### config.mk
export PLATFORM = sky130hd
export DESIGN_NAME = c_subset_lexer
export DESIGN_NICKNAME = d
export VERILOG_FILES = /design/src/hdl/csl_pkg.sv /design/src/hdl/csl_datapath.sv /design/src/hdl/csl_ctrl.sv /design/src/hdl/c_subset_lexer.sv
export SDC_FILE = /design/constraint.sdc
export NUM_CORES = 1
export LEC_CHECK = 0
export BUFFER_PORTS_ARGS = -buffer_cell sky130_fd_sc_hd__buf_4
export CORE_ASPECT_RATIO = 1.75
export CORE_MARGIN = 5
export CORE_UTILIZATION = 40
export DETAILED_ROUTE_END_ITERATION = 16
export PLACE_DENSITY_LB_ADDON = 0.05
export REMOVE_ABC_BUFFERS = 1
export SYNTH_ARGS = -nofsm -noshare
export SYNTH_HDL_FRONTEND = slang
export SYNTH_SLANG_ARGS = --single-unit
### constraint.sdc
create_clock -name clk_i -period 5.5 [get_ports clk_i]
set_input_delay 1.1 -clock clk_i [delete_from_list [all_inputs] [get_ports clk_i]]
set_output_delay 1.1 -clock clk_i [all_outputs]
set_load 0.01 [all_outputs]
### src/hdl/csl_pkg.sv
`default_nettype none
package csl_pkg;
  localparam int MaxIdentLen = 32;
  localparam int LenW = $clog2(MaxIdentLen + 1);
  localparam int AddrW = $clog2(MaxIdentLen);

  localparam logic [2:0] KSep = 3'd0;
  localparam logic [2:0] KOp = 3'd1;
  localparam logic [2:0] KKw = 3'd2;
  localparam logic [2:0] KId = 3'd3;
  localparam logic [2:0] KInt = 3'd4;
  localparam logic [2:0] KEnd = 3'd5;
  localparam logic [2:0] KErr = 3'd6;

  localparam logic [5:0] ErrChar = 6'd0;
  localparam logic [5:0] ErrLong = 6'd1;
  localparam logic [5:0] OpShr = 6'd13;
  localparam logic [5:0] OpShl = 6'd12;
  localparam logic [5:0] OpShrEq = 6'd31;
  localparam logic [5:0] OpShlEq = 6'd32;

  typedef struct packed {
    logic [2:0] kind;
    logic [5:0] code;
    logic [31:0] value;
    logic [7:0] ch;
    logic [4:0] idx;
    logic done;
    logic last;
  } tok_t;

  // Datapath commands from the controller.
  typedef struct packed {
    logic buf_wr;      // store byte at word length
    logic len_clr;
    logic num_load;    // load digit
    logic num_acc;     // acc*10+digit
    logic num_clr;
    logic rd_start;    // start reading buffer from 0
    logic rd_next;
  } csl_cmd_t;

  typedef struct packed {
    logic [LenW-1:0] len;
    logic [31:0] num;
    logic [7:0] rd_data;
    logic [AddrW-1:0] rd_idx;
    logic [2:0] kw_hit;  // keyword code, meaningful when kw_valid
    logic kw_valid;
  } csl_sts_t;

  function automatic logic is_alpha(input logic [7:0] c);
    return (c >= 8'h61 && c <= 8'h7a) || (c >= 8'h41 && c <= 8'h5a) || c == 8'h5f;
  endfunction
  function automatic logic is_digit(input logic [7:0] c);
    return c >= 8'h30 && c <= 8'h39;
  endfunction
  function automatic logic is_space(input logic [7:0] c);
    return c == 8'h20 || (c >= 8'd9 && c <= 8'd13);
  endfunction
  function automatic logic starts_pair(input logic [7:0] c);
    return c == "+" || c == "-" || c == "<" || c == ">" || c == "=" || c == "!" ||
           c == "&" || c == "|" || c == "*" || c == "/" || c == "%" || c == "^";
  endfunction
  // {hit, kind, code}
  function automatic logic [9:0] one_lookup(input logic [7:0] c);
    logic [9:0] r;
    r = '0;
    unique case (c)
      "+": r = {1'b1, KOp, 6'd0};
      "-": r = {1'b1, KOp, 6'd1};
      "*": r = {1'b1, KOp, 6'd2};
      "%": r = {1'b1, KOp, 6'd3};
      "/": r = {1'b1, KOp, 6'd4};
      "~": r = {1'b1, KOp, 6'd7};
      "&": r = {1'b1, KOp, 6'd8};
      "|": r = {1'b1, KOp, 6'd9};
      "^": r = {1'b1, KOp, 6'd10};
      "=": r = {1'b1, KOp, 6'd11};
      "!": r = {1'b1, KOp, 6'd14};
      "<": r = {1'b1, KOp, 6'd19};
      ">": r = {1'b1, KOp, 6'd20};
      "(": r = {1'b1, KSep, 6'd0};
      ")": r = {1'b1, KSep, 6'd1};
      "{": r = {1'b1, KSep, 6'd2};
      "}": r = {1'b1, KSep, 6'd3};
      ",": r = {1'b1, KSep, 6'd4};
      ";": r = {1'b1, KSep, 6'd5};
      ":": r = {1'b1, KSep, 6'd6};
      "?": r = {1'b1, KSep, 6'd7};
      default: r = '0;
    endcase
    return r;
  endfunction
  // {hit, code}
  function automatic logic [6:0] pair_lookup(input logic [7:0] a, input logic [7:0] b);
    logic [15:0] p;
    logic [6:0] r;
    p = {a, b};
    r = '0;
    unique case (p)
      "++": r = {1'b1, 6'd6};
      "--": r = {1'b1, 6'd5};
      "==": r = {1'b1, 6'd17};
      "!=": r = {1'b1, 6'd18};
      "<=": r = {1'b1, 6'd21};
      ">=": r = {1'b1, 6'd22};
      "&&": r = {1'b1, 6'd15};
      "||": r = {1'b1, 6'd16};
      "+=": r = {1'b1, 6'd23};
      "-=": r = {1'b1, 6'd24};
      "*=": r = {1'b1, 6'd25};
      "/=": r = {1'b1, 6'd26};
      "%=": r = {1'b1, 6'd27};
      "&=": r = {1'b1, 6'd28};
      "|=": r = {1'b1, 6'd29};
      "^=": r = {1'b1, 6'd30};
      default: r = '0;
    endcase
    return r;
  endfunction
endpackage
`default_nettype wire

### src/hdl/csl_datapath.sv
`default_nettype none
module csl_datapath (
  input  wire logic clk_i,
  input  wire logic rst_ni,
  input  wire logic [7:0] byte_i,
  input  wire csl_pkg::csl_cmd_t cmd_i,
  output csl_pkg::csl_sts_t sts_o
);
  import csl_pkg::*;

  logic [7:0] mem [MaxIdentLen];
  logic [LenW-1:0] len_q;
  logic [31:0] num_q;
  logic [AddrW-1:0] rd_idx_q;
  logic [AddrW-1:0] rd_addr;
  logic [7:0] rd_data_q;
  logic [47:0] kw_q;  // first six buffered chars, keyword check
  logic [31:0] times_ten;

  assign times_ten = (num_q << 3) + (num_q << 1);

  // Read address follows the index it will hold next cycle.
  always_comb begin
    if (cmd_i.rd_start) begin
      rd_addr = '0;
    end else if (cmd_i.rd_next) begin
      rd_addr = rd_idx_q + AddrW'(1);
    end else begin
      rd_addr = rd_idx_q;
    end
  end

  always_ff @(posedge clk_i) begin
    if (cmd_i.buf_wr && len_q < LenW'(MaxIdentLen)) begin
      mem[len_q[AddrW-1:0]] <= byte_i;
    end
    rd_data_q <= mem[rd_addr];
    if (cmd_i.buf_wr && len_q < LenW'(6)) begin
      kw_q[len_q[2:0]*8 +: 8] <= byte_i;
    end
  end

  always_ff @(posedge clk_i or negedge rst_ni) begin
    if (!rst_ni) begin
      len_q <= '0;
      num_q <= '0;
      rd_idx_q <= '0;
    end else begin
      if (cmd_i.len_clr) begin
        len_q <= '0;
      end else if (cmd_i.buf_wr) begin
        len_q <= len_q + LenW'(1);
      end
      if (cmd_i.num_clr) begin
        num_q <= '0;
      end else if (cmd_i.num_load) begin
        num_q <= {28'd0, byte_i[3:0]};
      end else if (cmd_i.num_acc) begin
        num_q <= times_ten + {28'd0, byte_i[3:0]};
      end
      if (cmd_i.rd_start) begin
        rd_idx_q <= '0;
      end else if (cmd_i.rd_next) begin
        rd_idx_q <= rd_idx_q + AddrW'(1);
      end
    end
  end

  always_comb begin
    sts_o.len = len_q;
    sts_o.num = num_q;
    sts_o.rd_data = rd_data_q;
    sts_o.rd_idx = rd_idx_q;
    sts_o.kw_valid = 1'b1;
    sts_o.kw_hit = 3'd0;
    if (len_q == LenW'(2) && kw_q[15:0] == "fi") sts_o.kw_hit = 3'd0;
    else if (len_q == LenW'(4) && kw_q[31:0] == "esle") sts_o.kw_hit = 3'd1;
    else if (len_q == LenW'(3) && kw_q[23:0] == "tni") sts_o.kw_hit = 3'd2;
    else if (len_q == LenW'(6) && kw_q[47:0] == "nruter") sts_o.kw_hit = 3'd3;
    else if (len_q == LenW'(4) && kw_q[31:0] == "diov") sts_o.kw_hit = 3'd4;
    else sts_o.kw_valid = 1'b0;
  end
endmodule
`default_nettype wire

### src/hdl/csl_ctrl.sv
`default_nettype none
module csl_ctrl (
  input  wire logic clk_i,
  input  wire logic rst_ni,
  input  wire logic in_valid_i,
  output logic in_ready_o,
  input  wire logic [7:0] byte_i,
  output logic out_valid_o,
  input  wire logic out_ready_i,
  output csl_pkg::tok_t tok_o,
  output csl_pkg::csl_cmd_t cmd_o,
  input  wire csl_pkg::csl_sts_t sts_i
);
  import csl_pkg::*;

  typedef enum logic [2:0] {
    MIdle, MIdent, MNumber, MPunct, MError
  } mode_e;
  typedef enum logic [1:0] {
    SRun, SDump, SRest
  } st_e;

  // Up to two results can follow one byte outside a dump: hold them in slots.
  mode_e mode_q, mode_d;
  st_e st_q, st_d;
  logic [7:0] p0_q, p0_d;
  logic p2_q, p2_d;
  logic [7:0] c_q, c_d;      // byte that ended an identifier
  tok_t q_q [2];
  tok_t q_d [2];
  logic [1:0] qn_q, qn_d;
  tok_t o_q, o_d;
  logic ov_q, ov_d;
  logic [LenW-1:0] dlen_q, dlen_d;

  tok_t r [3];
  logic [1:0] rn;
  logic ident_flush;
  logic acc;
  logic free;
  logic dump_end;
  logic rest_hit;
  tok_t rest_t;
  logic [9:0] one_c, one_p, one_r;
  logic [6:0] pr;

  function automatic tok_t mk(input logic [2:0] k, input logic [5:0] cd);
    tok_t t;
    t = '0;
    t.kind = k;
    t.code = cd;
    t.done = 1'b1;
    return t;
  endfunction

  assign free = !(ov_q && !out_ready_i);
  assign acc = in_valid_i && in_ready_o;
  assign one_c = one_lookup(byte_i);
  assign one_p = one_lookup(p0_q);
  assign one_r = one_lookup(c_q);
  assign pr = pair_lookup(p0_q, byte_i);
  assign dump_end = LenW'(sts_i.rd_idx) + LenW'(1) == dlen_q;

  // Result of the byte that ended a dumped identifier, handled as from idle.
  always_comb begin
    rest_hit = !(is_space(c_q) || starts_pair(c_q));
    if (c_q == 8'd0) begin
      rest_t = mk(KEnd, 6'd0);
    end else if (one_r[9]) begin
      rest_t = mk(one_r[8:6], one_r[5:0]);
    end else begin
      rest_t = mk(KErr, ErrChar);
    end
    rest_t.last = 1'b1;
  end

  // Byte handling, commands and output sequencing.
  always_comb begin
    mode_d = mode_q;
    st_d = st_q;
    p0_d = p0_q;
    p2_d = p2_q;
    c_d = c_q;
    dlen_d = dlen_q;
    o_d = o_q;
    ov_d = !free;
    q_d = q_q;
    qn_d = qn_q;
    rn = 2'd0;
    ident_flush = 1'b0;
    cmd_o = '0;
    for (int i = 0; i < 3; i++) r[i] = '0;
    if (acc) begin
      logic go_idle;
      go_idle = 1'b0;
      unique case (mode_q)
        MError: if (byte_i == 8'd0) go_idle = 1'b1;
        MIdent: begin
          if (is_alpha(byte_i) || is_digit(byte_i)) begin
            if (sts_i.len >= LenW'(MaxIdentLen)) begin
              r[0] = mk(KErr, ErrLong);
              rn = 2'd1;
              cmd_o.len_clr = 1'b1;
              mode_d = MError;
            end else begin
              cmd_o.buf_wr = 1'b1;
            end
          end else if (sts_i.kw_valid) begin
            r[0] = mk(KKw, {3'd0, sts_i.kw_hit});
            rn = 2'd1;
            cmd_o.len_clr = 1'b1;
            go_idle = 1'b1;
          end else begin
            ident_flush = 1'b1;
            cmd_o.rd_start = 1'b1;
          end
        end
        MNumber: begin
          if (is_digit(byte_i)) cmd_o.num_acc = 1'b1;
          else begin
            r[0] = mk(KInt, 6'd0);
            r[0].value = sts_i.num;
            rn = 2'd1;
            cmd_o.num_clr = 1'b1;
            go_idle = 1'b1;
          end
        end
        MPunct: begin
          if (p2_q) begin
            p2_d = 1'b0;
            if (byte_i == "=") begin
              r[0] = mk(KOp, p0_q == ">" ? OpShrEq : OpShlEq);
              rn = 2'd1;
              mode_d = MIdle;
            end else begin
              r[0] = mk(KOp, p0_q == ">" ? OpShr : OpShl);
              rn = 2'd1;
              go_idle = 1'b1;
            end
          end else if ((p0_q == "<" || p0_q == ">") && byte_i == p0_q) begin
            p2_d = 1'b1;
          end else if (pr[6]) begin
            r[0] = mk(KOp, pr[5:0]);
            rn = 2'd1;
            mode_d = MIdle;
          end else begin
            if (one_p[9]) begin
              r[0] = mk(one_p[8:6], one_p[5:0]);
              rn = 2'd1;
            end
            go_idle = 1'b1;
          end
        end
        default: go_idle = 1'b1;
      endcase
      if (go_idle) begin
        mode_d = MIdle;
        if (byte_i == 8'd0) begin
          r[rn] = mk(KEnd, 6'd0);
          rn = rn + 2'd1;
          cmd_o.len_clr = 1'b1;
          cmd_o.num_clr = 1'b1;
        end else if (is_space(byte_i)) begin
        end else if (is_alpha(byte_i)) begin
          cmd_o.buf_wr = 1'b1;
          mode_d = MIdent;
        end else if (is_digit(byte_i)) begin
          cmd_o.num_load = 1'b1;
          cmd_o.num_clr = 1'b0;
          mode_d = MNumber;
        end else if (starts_pair(byte_i)) begin
          p0_d = byte_i;
          mode_d = MPunct;
        end else if (one_c[9]) begin
          r[rn] = mk(one_c[8:6], one_c[5:0]);
          rn = rn + 2'd1;
        end else begin
          r[rn] = mk(KErr, ErrChar);
          rn = rn + 2'd1;
          mode_d = MError;
        end
      end
    end
    unique case (st_q)
      SRun: begin
        if (acc && ident_flush) begin
          st_d = SDump;
          dlen_d = sts_i.len;
          c_d = byte_i;
          mode_d = MIdle;
        end else if (acc && rn != 2'd0) begin
          o_d = r[0];
          o_d.last = rn == 2'd1;
          ov_d = 1'b1;
          q_d[0] = r[1];
          q_d[0].last = rn == 2'd2;
          q_d[1] = r[2];
          q_d[1].last = 1'b1;
          qn_d = rn - 2'd1;
        end else if (free && qn_q != 2'd0) begin
          o_d = q_q[0];
          ov_d = 1'b1;
          q_d[0] = q_q[1];
          qn_d = qn_q - 2'd1;
        end
      end
      SDump: begin
        // advance one character per free output slot
        if (free) begin
          cmd_o.rd_next = 1'b1;
          o_d = '0;
          o_d.kind = KId;
          o_d.ch = sts_i.rd_data;
          o_d.idx = 5'(sts_i.rd_idx);
          o_d.done = dump_end;
          o_d.last = dump_end && !rest_hit;
          ov_d = 1'b1;
          if (dump_end) st_d = SRest;
        end
      end
      default: begin
        // replay the ending byte in idle mode
        if (free) begin
          cmd_o.len_clr = 1'b1;
          st_d = SRun;
          if (rest_hit) begin
            o_d = rest_t;
            ov_d = 1'b1;
          end
          if (starts_pair(c_q)) begin
            p0_d = c_q;
            mode_d = MPunct;
          end else if (rest_hit && rest_t.kind == KErr) begin
            mode_d = MError;
          end
        end
      end
    endcase
  end

  // Ready only when output slots are free and not dumping.
  assign in_ready_o = st_q == SRun && qn_q == 2'd0 && free;
  assign out_valid_o = ov_q;
  assign tok_o = o_q;

  always_ff @(posedge clk_i or negedge rst_ni) begin
    if (!rst_ni) begin
      mode_q <= MIdle;
      st_q <= SRun;
      p0_q <= '0;
      p2_q <= 1'b0;
      c_q <= '0;
      q_q[0] <= '0;
      q_q[1] <= '0;
      qn_q <= '0;
      o_q <= '0;
      ov_q <= 1'b0;
      dlen_q <= '0;
    end else begin
      mode_q <= mode_d;
      st_q <= st_d;
      p0_q <= p0_d;
      p2_q <= p2_d;
      c_q <= c_d;
      q_q[0] <= q_d[0];
      q_q[1] <= q_d[1];
      qn_q <= qn_d;
      o_q <= o_d;
      ov_q <= ov_d;
      dlen_q <= dlen_d;
    end
  end

  assert property (@(posedge clk_i) disable iff (!rst_ni) in_ready_o |-> qn_q == 2'd0)
    else $error("accepting with queued results");
  assert property (@(posedge clk_i) disable iff (!rst_ni) st_q == SDump |-> !in_ready_o)
    else $error("accept during dump");
  assert property (@(posedge clk_i) disable iff (!rst_ni)
    (ov_q && !out_ready_i) |=> ov_q && $stable(o_q))
    else $error("output lost");
endmodule
`default_nettype wire

### src/hdl/c_subset_lexer.sv
`default_nettype none
// Output: a byte's first result item is valid in the cycle after acceptance;
// characters of a plain identifier it ends pass the buffer read register first.
// Throughput: one byte per cycle; two result items hold input until the second
// leaves its slot, an identifier flush holds it until its word is read back and
// its end byte replayed, and output backpressure while the output item waits.
// Reset: rst_ni asynchronous active low; clears mode, counts and output valid.
module c_subset_lexer (
  input  wire logic clk_i,
  input  wire logic rst_ni,
  input  wire logic s_axis_tvalid,
  output logic s_axis_tready,
  input  wire logic [7:0] s_axis_tdata,  // source_byte
  output logic m_axis_tvalid,
  input  wire logic m_axis_tready,
  // token_kind[2:0] token_code[8:3] int_value[40:9] ident_char[48:41]
  // ident_index[53:49] token_done[54]
  output logic [55:0] m_axis_tdata,
  output logic m_axis_tlast
);
  import csl_pkg::*;

  csl_cmd_t cmd;
  csl_sts_t sts;
  tok_t tok;

  csl_datapath u_dp (
    .clk_i(clk_i), .rst_ni(rst_ni), .byte_i(s_axis_tdata), .cmd_i(cmd), .sts_o(sts)
  );
  csl_ctrl u_ctrl (
    .clk_i(clk_i), .rst_ni(rst_ni),
    .in_valid_i(s_axis_tvalid), .in_ready_o(s_axis_tready), .byte_i(s_axis_tdata),
    .out_valid_o(m_axis_tvalid), .out_ready_i(m_axis_tready), .tok_o(tok),
    .cmd_o(cmd), .sts_i(sts)
  );

  // Pack fields, lowest first.
  assign m_axis_tdata = {1'b0, tok.done, tok.idx, tok.ch, tok.value, tok.code, tok.kind};
  assign m_axis_tlast = tok.last;
endmodule
`default_nettype wire

==> results.cfg <==
[finish]
num-fill-cells = 5556
finalNetCount = 2331
post_route_cells_drive_above_1_share_pct = 15.5
mostFrequentLayoutCell = sky130_fd_sc_hd__edfxtp_1
layout_area_growth_over_synthesis_pct = 14.9
antenna-diode-count = 0
layout.cells.most_common_list = 304 x sky130_fd_sc_hd__edfxtp_1, 207 x sky130_fd_sc_hd__buf_4, 205 x sky130_fd_sc_hd__nor2_1

[synthesis]
largest_family_of_logic_cells_by_synthesized_area = simple AND/OR/NAND/NOR gates
post_synth.cell_area_avg_um2 = 11.1
synth_xor_xnor_area_share_pct = 2.01
yosysTopAreaCellShare_pct = 38.8
synth-warning-count = 0
synth_simple_gate_area_share_pct = 16.9
synthDistinctLibCells = 102
leading_post_synthesis_cells_by_cell_area = sky130_fd_sc_hd__edfxtp_1 39%, sky130_fd_sc_hd__dfrtp_1 15%, sky130_fd_sc_hd__ha_1 3.7%, sky130_fd_sc_hd__nor2_1 3.3%, sky130_fd_sc_hd__nand2_1 2.8%
synth.ff_latch_count = 453
synth-compound-area-share_pct = 16.2
netlist.top_cell.by_area = sky130_fd_sc_hd__edfxtp_1
synth_mux_area_share_pct = 3.17
synth-main-ff-cell = sky130_fd_sc_hd__edfxtp_1
synth_area_in_adders_pct = 3.84
postSynthCellCount = 2127
synth_enable_flop_cells = 304
postSynth.asyncResetShare_pct = 31.1
yosysSeqAreaShare_pct = 54.5
syn-cell-area_mm2 = 0.0235

[die]
initial_utilization_pct = 40.4
rows = 117
dieArea_mm2 = 0.0639
floorplan.io_pins = 71
fp.dieW_um = 193
core_region_area_mm2 = 0.0583
fp.dieH_um = 331

[worst_setup_path]
critical_path.reg2reg.endpoint = u_ctrl.tok_o[17]$_DFFE_PN0P_
worst_r2r_startpoint = u_ctrl.p0_q[1]$_DFF_PN0_
category_of_the_worst_setup_path_launch_point = register
crit_fanout = 32
cp-end-kind = register
timing.critical_path.slowest_stage_cell = sky130_fd_sc_hd__dfrtp_1
r2r_cells = 20
critical_path_start_end_classification = reg -> reg
critical_path.cell_chain = buf_4, nor2b_4, o21ai_0, a21oi_1, or4_1, or4_1, a211o_1, ha_1, nand4_1, nor2b_1, a31oi_1, nand2_1, ha_1, nor2_1, nor2_1, a211o_2, or2_1, nor3_4, buf_12, a22o_1
timing.critical_path.arrival_ns = 5.73
critPathLaunch = u_ctrl.p0_q[1]$_DFF_PN0_
crit_required_ns = 6.01
worst-r2r-setup-slack_ns = 0.28
cpPeakStageDelay_ns = 0.61

[global_routing]
grt_pass1_vias = 18703
antenna_violations_before_repair = 0
first_pass_grt_wire_length_um = 120000
grt_start_max_net_pins = 142
gr-usage-all-layers_pct = 24.5
grt-ovfl-total = 0

[placement]
place.port_buffers = 69
dp_slack_ns = 0.0747
detailed_place_hpwl_um = 59100
routability_cong = 0.933

[clock_network]
clock-root-buffer = sky130_fd_sc_hd__clkbuf_16
cts.htree.levels = 2
tritoncts = yes
clock_latency_ns = 0.59
post_cts_resized = 0
clk_pin_slew_ns = 0.06
clock_sink_count = 453
post_cts_hold_buffer_count = 0
cts.path.max_buffers = 3
cts_made_buffers = 45
cts_setup_buffers = 0

[sta]
max_clock_freq_ghz = 0.192
min_period_ns = 5.22
finish_stage_setup_viols = 0
clock-skew-final_ns = 0.0193
final_worst_setup_slack_ns = 0.282
grt_setup_unrepaired = no
final_min_period_over_clock_period_pct = 94.9
relSlewSlack_pct = 25.5
count_of_final_max_slew_check_failures = 0
report.final.hold_viol_count = 0
tightest_slew_ns = 1.12

[power]
static-leakage-power_uw = 0.0105
design_power_total_uw = 11000
vdd_ir_drop_max_v = 0.000252
power.density_cell_area_mw_per_mm2 = 406

[drt]
drt-total-wl_um = 80100
ant_nets = 0
routed-via-count = 17931
avgRoutedWirePerCell_um = 26.2
remaining_drc_errors = 0
drt_first_pass_iters = 6
drt-initial-drc-count = 1116
post_drt_via_cell_ratio = 5.87

[min_path]
min-delay-path-class = reg -> reg
holdPathStages = 1
worst_hold_startpoint = u_dp.rd_data_q[4]$_DFF_P_
min_to = u_ctrl.tok_o[11]$_DFFE_PN0P_

[run_status]
run_status = finished, final reports clean

[job]
max_cap_violations = 0
==> routing by layer <==
| metal | GRT usage (%) | wire [um] | vias up |
|---|---|---|---|
| met3 | 2.50 | 2530 | 176 |
| met4 | 13.2 | 4970 | 0 |
| met1 | 25.8 | 28800 | 8941 |
| met2 | 47.7 | 43800 | 465 |
| li1 | - | - | 8349 |
| met5 | 0 | 0 | - |
==> flip-flops by register name, summed over array words and instances, names as in the netlist, 5 cells and up <==
| register | cells |
|---|---|
| u_dp.mem | 256 |
| u_ctrl.p0_q | 8 |
| u_ctrl.dlen_q | 6 |
| u_dp.num_q | 32 |
| u_ctrl.q_q | 11 |
| u_ctrl.tok_o | 56 |
| u_dp.rd_idx_q | 5 |
| u_dp.kw_q | 48 |
| u_ctrl.c_q | 8 |
| u_dp.len_q | 6 |
| u_dp.rd_data_q | 8 |
==> layout make-up <==
class,count,area [um2],area share [%]
Clock inverter,23,235,0.870
Inverter,43,161,0.597
Timing Repair Buffer,214,1690,6.23
Tap cell,773,967,3.58
Sequential cell,453,12800,47.4
Multi-Input combinational cell,1491,9950,36.8
Clock buffer,60,1210,4.49
==> worst max-delay path: cells and delay by family (launching register included) <==
kind	cells	cell delay, ns
compound gates	6	1.42
buf+inv	2	0.48
simple gates	10	2.10
flops	1	0.61
fa+ha+maj	2	0.51
==> stage by stage <==
stage          instances  utilization, %  cell area [um2]  setup TNS, ns  hold slack [ns]
3_3_place_gp        2974            43.9            25600              0            0.439
3_5_place_dp        2974            43.9            25600              0            0.443
5_1_grt             3057            46.4            27000              0            0.473
4_1_cts             3057            46.4            27000              0            0.456
2_1_floorplan       1987               -            22900         -57.20            0.433
6_report            3057            46.4            27000              0            0.455
==> logic make-up (layout without fill, tap and decap cells) <==
| kind of cell | count (synthesis) | count (layout) |
|---|---|---|
| multiplexers | 70 | 70 |
| AO/OA/AOI/OAI | 538 | 538 |
| adder cells (fa/ha/maj) | 71 | 71 |
| XOR/XNOR | 54 | 54 |
| AND/OR/NAND/NOR | 757 | 757 |
| flip-flops | 453 | 453 |
| other | 1 | 1 |
| buffers and inverters | 183 | 340 |
==> Yosys cell counts (all sizes together) (13+ instances only) <==
library cell	n
xor2	28
o21ai	109
xnor2	26
mux2i	44
a2111oi	14
nand2b	20
nand4	26
clkbuf	80
a31oi	38
nand4b	14
nor2	207
a21o	18
nand2	179
o22ai	14
nor3	50
nor4	31
edfxtp	304
a21oi	72
mux2	25
or3	20
a211oi	45
dfrtp	141
nand3	42
inv	41
and3	18
o211ai	20
nor2b	18
o221ai	13
and2	32
a22o	76
buf	60
ha	69
==> report_power, final <==
group	total (uW)	internal [uW]	switching [uW]	leakage, uW
combinational	3700	1300	2400	0.00507
clock	3130	1750	1380	0.000720
sequential	4150	3840	308	0.00469
==> how the worst max path moves through the flow <==
| stage | endpoint | slack [ns] | depth (start not counted) |
|---|---|---|---|
| 6_report | u_ctrl.tok_o[17]$_DFFE_PN0P_ | 0.28 | 20 |
| 5_1_grt | u_ctrl.tok_o[53]$_DFFE_PN0P_ | 0.01 | 19 |
| 4_1_cts | u_ctrl.tok_o[20]$_DFFE_PN0P_ | 0.28 | 19 |
| 3_5_place_dp | u_ctrl.tok_o[25]$_DFFE_PN0P_ | 0.07 | 20 |
| 3_3_place_gp | u_ctrl.tok_o[53]$_DFFE_PN0P_ | 0.13 | 20 |
| 2_1_floorplan | u_ctrl.tok_o[15]$_DFFE_PN0P_ | -1.41 | 18 |
(Power assumes the default switching activity.)
